## config.mk

```make
export PLATFORM = sky130hd
export DESIGN_NAME = sphm_div
export DESIGN_NICKNAME = d
export VERILOG_FILES = /design/src/rtl/core/sphm_div.sv
export SDC_FILE = /design/constraint.sdc
export NUM_CORES = 2
export LEC_CHECK = 0
export ABC_AREA = 1
export BUFFER_PORTS_ARGS = -buffer_cell sky130_fd_sc_hd__buf_4
export CAP_MARGIN = 25
export CORE_MARGIN = 5
export CORE_UTILIZATION = 35
export DETAILED_ROUTE_END_ITERATION = 10
export SETUP_SLACK_MARGIN = 0.4
export SLEW_MARGIN = 15
export SYNTH_ARGS = -nofsm -noshare
export SYNTH_HDL_FRONTEND = slang
export SYNTH_SLANG_ARGS = --single-unit
```

## constraint.sdc

```tcl
create_clock -name i_clk -period 2.4 [get_ports i_clk]
set_input_delay 0.24 -clock i_clk [delete_from_list [all_inputs] [get_ports i_clk]]
set_output_delay 0.24 -clock i_clk [all_outputs]
set_load 0.01 [all_outputs]
```

## src/rtl/core/sphm_div.sv

```systemverilog
module sphm_div #(
    parameter int LANES  = 1,
    parameter int NUM_W  = 46,
    parameter int DEN_W  = 32,
    parameter int QUO_W  = 16,
    parameter int SIDE_W = 1
) (
    input  logic                          i_clk,
    input  logic                          i_rst_n,
    input  logic                          i_en,
    input  logic                          i_valid,
    input  logic [LANES-1:0][NUM_W-1:0]   i_num,
    input  logic [DEN_W-1:0]              i_den,
    input  logic [SIDE_W-1:0]             i_side,
    output logic                          o_valid,
    output logic [LANES-1:0][QUO_W-1:0]   o_quo,
    output logic [SIDE_W-1:0]             o_side
);
    logic                          w_v    [0:QUO_W];
    logic [DEN_W-1:0]              w_den  [0:QUO_W];
    logic [LANES-1:0][DEN_W-1:0]   w_rem  [0:QUO_W];
    logic [LANES-1:0][QUO_W-1:0]   w_lo   [0:QUO_W];
    logic [LANES-1:0][QUO_W-1:0]   w_quo  [0:QUO_W];
    logic [SIDE_W-1:0]             w_side [0:QUO_W];

    always_comb begin
        for (int l = 0; l < LANES; l++) begin
            w_rem[0][l] = DEN_W'(i_num[l][NUM_W-1:QUO_W]);
            w_lo[0][l]  = i_num[l][QUO_W-1:0];
        end
    end

    assign w_v[0]    = i_valid;
    assign w_den[0]  = i_den;
    assign w_quo[0]  = '0;
    assign w_side[0] = i_side;

    for (genvar k = 0; k < QUO_W; k++) begin : g_stage
        logic [LANES-1:0][DEN_W:0]     rem_sh;
        logic [LANES-1:0][DEN_W:0]     diff;
        logic [LANES-1:0]              fit;
        logic [LANES-1:0][DEN_W-1:0]   n_rem;
        logic [LANES-1:0][QUO_W-1:0]   n_lo;
        logic [LANES-1:0][QUO_W-1:0]   n_quo;
        logic                          r_v;
        logic [DEN_W-1:0]              r_den;
        logic [LANES-1:0][DEN_W-1:0]   r_rem;
        logic [LANES-1:0][QUO_W-1:0]   r_lo;
        logic [LANES-1:0][QUO_W-1:0]   r_quo;
        logic [SIDE_W-1:0]             r_side;

        always_comb begin
            for (int l = 0; l < LANES; l++) begin
                rem_sh[l] = {w_rem[k][l], w_lo[k][l][QUO_W-1]};
                diff[l]   = rem_sh[l] - {1'b0, w_den[k]};
                fit[l]    = (rem_sh[l] >= {1'b0, w_den[k]});
                n_rem[l]  = fit[l] ? diff[l][DEN_W-1:0] : rem_sh[l][DEN_W-1:0];
                n_lo[l]   = {w_lo[k][l][QUO_W-2:0], 1'b0};
                n_quo[l]  = {w_quo[k][l][QUO_W-2:0], fit[l]};
            end
        end

        always_ff @(posedge i_clk) begin
            if (!i_rst_n) begin
                r_v <= 1'b0;
            end else if (i_en) begin
                r_v <= w_v[k];
            end
        end

        always_ff @(posedge i_clk) begin
            if (i_en) begin
                r_den  <= w_den[k];
                r_rem  <= n_rem;
                r_lo   <= n_lo;
                r_quo  <= n_quo;
                r_side <= w_side[k];
            end
        end

        assign w_v[k+1]    = r_v;
        assign w_den[k+1]  = r_den;
        assign w_rem[k+1]  = r_rem;
        assign w_lo[k+1]   = r_lo;
        assign w_quo[k+1]  = r_quo;
        assign w_side[k+1] = r_side;
    end

    assign o_valid = w_v[QUO_W];
    assign o_quo   = w_quo[QUO_W];
    assign o_side  = w_side[QUO_W];
endmodule

```

==> flow_metrics.tcl <==
set metrics [dict create \
    syn_area_um2 83900 \
    ios 101 \
    cp-startpoint "g_stage[4].r_rem[30]$_DFFE_PP_" \
    timing.rr.end "g_stage[5].r_rem[29]$_DFFE_PP_" \
    clkTransAtPathRegs_ps 70 \
    avgViaCountPerCell 4.74 \
    cts_buffers 149 \
    arrival_ps 2980 \
    final_area_um2 120000 \
    worstMarginPinSlew_ps 592 \
    nets 14100 \
    yosysWarnings 0 \
    drv_cap 0 \
    max_freq_ghz 0.411 \
    endpoint_kind "flip-flop" \
    synth_top_family_by_area "simple AND/OR/NAND/NOR gates" \
    critical_path_class "flip-flop to flip-flop" \
    initial_core_util_pct 35.2 \
    vias 79300 \
    grt_pass1_vias 75600 \
    hold_violations 0 \
    dp_slack_ps -622 \
    grt.total_usage_pct 23.4 \
    clock-sinks 1248 \
    vdd.ir_drop.worst_uv 780 \
    crit_path_max_fanout 8 \
    hold_class "input port to flip-flop" \
    violations "setup timing" \
    yosys_register_bits 1248 \
    fin_skew_ps 47.3 \
    synth_compound_area_share_pct 2.43 \
    globalplace.congestion 0.974 \
    io_buffer_count 100 \
    overflow 0 \
    regToRegSetupSlack_ps -30 \
    yosysSeqAreaShare_pct 44.5 \
    power_density_nw_per_um2 1260 \
    synth_area_leader_cell "edfxtp_1" \
    yosys.area_share.adder_pct 7.98 \
    met3_usage_pct 2.83 \
    die-area_um2 249000 \
    top_usage_layer "met2" \
    yosysTopAreaCellShare_pct 44.1 \
    die_x_um 499 \
    critPathCapture "g_stage[5].r_rem[29]$_DFFE_PP_" \
    rsz0062_at_grt "true" \
    clock_latency_ps 830 \
    cp-start-kind "flip-flop" \
    async_flop_share_pct 0 \
    power_leakage_nw 59.6 \
    status "finished with violations" \
    area_delta_synth_final_pct 43.3 \
    tritoncts "built" \
    post-route-drc-count 0 \
    clockBufferDepth 3 \
    drt_iter0_markers 5873 \
    slew_violations 0 \
    finalPower_mw 152 \
    htree_levels 4 \
    final-setup-viol-count 9 \
    antenna_found_initial 7 \
    syn-num-nets 11800 \
    synth_cells 11200 \
    setup_tns_ps -99.5 \
    grt.met1_usage_pct 28.1 \
    synth.distinct_cells 38 \
    synthTopCellsByArea "edfxtp_1 44%, nand2_1 19%, inv_1 10%" \
    dpl.hpwl_um 243000 \
    std_cell_rows 179 \
    grt_pass1_wl_um 448000 \
    synth_xor_area_share_pct 2.22 \
    synth_mux_area_share_pct 0 \
    crit_required_ps 2950 \
    dieHeight_um 499 \
    routedWlPerCell_um 18.5 \
    grt_use_met2_pct 41.4 \
    synth_area_per_cell_um2 7.48 \
    rr_worst_depth 13 \
    place_area_um2 100000 \
    synth-simple-area-share_pct 31.4 \
    routed_wirelength_um 310000 \
    timing.rr.start "g_stage[4].r_rem[30]$_DFFE_PP_" \
    root_buffer "clkbuf_16" \
    synth_enable_flop_cells 1232 \
    firstDrtPassIters 6 \
    ant_nets 0 \
    grt_max_degree 97 \
    period_needed_ps 2430 \
    synth_ff_type "edfxtp_1" \
    coreArea_um2 238000 \
    postLayoutSetupSlackWorst_ps -33.5 \
    drive_gt1_share_pct 30.4 \
    slew_headroom_pct 60.2 \
    min_period_over_period_pct 101 \
]
timing repair:
item / CTS / global route
setup buffers: 156 / 282
endpoints found under the hold margin: 111 / 0
setup endpoints to repair: 462 / 495
gates resized for setup: 693 / 1402
hold buffers: 83 / 0
pin swaps: 118 / 361
cloned: 8 / 27
layer usage:
layer  up-vias  share of wire, %
met2      2312                49
met5         -            0.0087
li1      39600                 -
met1     36700                40
met3       744               4.9
met4         4               6.2
cells in the mapped netlist, types with 47 or more instances:
cell	n
ha_1	511
nor3_1	127
buf_2	77
xor2_1	192
nand3b_1	116
o21ai_0	50
nand4_1	47
nand3_1	940
a21oi_1	310
nor2_1	684
edfxtp_1	1232
inv_1	2313
and2_1	70
nand2_1	4293
area by class of cell:
type	instances	area, um2
diodes	5	12.5
clock buffers	169	3910
clock inverters	103	1050
fillers	22200	118000
inverters	2315	8700
multi-input cells	7505	46400
flip-flops and latches	1248	37300
well taps	3167	3960
repair buffers	2232	18900
sequential cells by signal, indices dropped and copies added (netlist names):
name	flops
g_stage.r_rem	480
o_quo	16
g_stage.r_side	15
g_stage.r_v	15
g_stage.r_quo	120
o_valid	1
g_stage.r_den	480
g_stage.r_lo	120
o_side	1
worst min-delay path by stage:
stage / from / endpoint / depth (start not counted)
floorplan: i_den[0] / g_stage[0].r_den[0]$_DFFE_PP_ / 0
global placement: g_stage[8].r_lo[9]$_DFFE_PP_ / g_stage[9].r_lo[10]$_DFFE_PP_ / 0
detailed placement: g_stage[9].r_lo[12]$_DFFE_PP_ / g_stage[10].r_lo[13]$_DFFE_PP_ / 0
CTS: i_num[13] / g_stage[0].r_lo[14]$_DFFE_PP_ / 2
global route: i_den[17] / g_stage[0].r_den[17]$_DFFE_PP_ / 2
finish: i_num[13] / g_stage[0].r_lo[14]$_DFFE_PP_ / 2
metrics by stage:
stage          std cells  hold WS (ps)  util (%)
2_1_floorplan      11200           339         -
3_3_place_gp       15900           401      42.2
3_5_place_dp       15900           405      42.2
4_1_cts            16400          73.7      46.7
5_1_grt            16700           120      50.5
6_report           16700           138      50.5
placed cells by master (no fill, tap or decap), types with 70 or more instances in the layout:
cell / Yosys / final
nand3b_1: 116 / 116
ha_1: 511 / 134
buf_6: 27 / 78
and2_1: 70 / 70
ha_4: 0 / 360
dlygate4sd3_1: 0 / 83
clkbuf_16: 0 / 179
nand2_1: 4293 / 3717
nand2_2: 21 / 493
xor2_1: 192 / 188
nand2_4: 17 / 105
buf_4: 17 / 1950
nor3_1: 127 / 76
a21oi_1: 310 / 251
nor2_4: 1 / 70
inv_1: 2313 / 2102
nand3_1: 940 / 784
nor2_1: 684 / 503
edfxtp_1: 1232 / 1232
nand3_2: 10 / 141
buf_12: 0 / 75
inv_2: 2 / 207
nor2_2: 19 / 131
worst max-delay path: stages (launching register included):
cell and delay, ps:
edfxtp_1 530, ha_4 310, inv_4 70, buf_6 100
nor2_4 30, nand4_1 80, nor2_1 40, nand2_1 100
nand2_2 80, nor2_4 300, nand2_8 160, buf_4 170
nand3_1 90, nand2_2 110
where the power goes:
part,internal [mW],total (mW),leakage (nW),switching [mW]
Sequential,31.5,37.3,12.2,5.79
Clock,13.4,23.1,2.40,9.68
Combinational,41.2,91.2,45.0,50.0
cell families after synthesis:
group / after synthesis
flip-flops: 1248
AO/OA/AOI/OAI: 394
AND/OR/NAND/NOR: 6369
XOR/XNOR: 213
buffers and inverters: 2455
adder cells (fa/ha/maj): 526
Note: power is estimated with default switching activity, not from simulation.
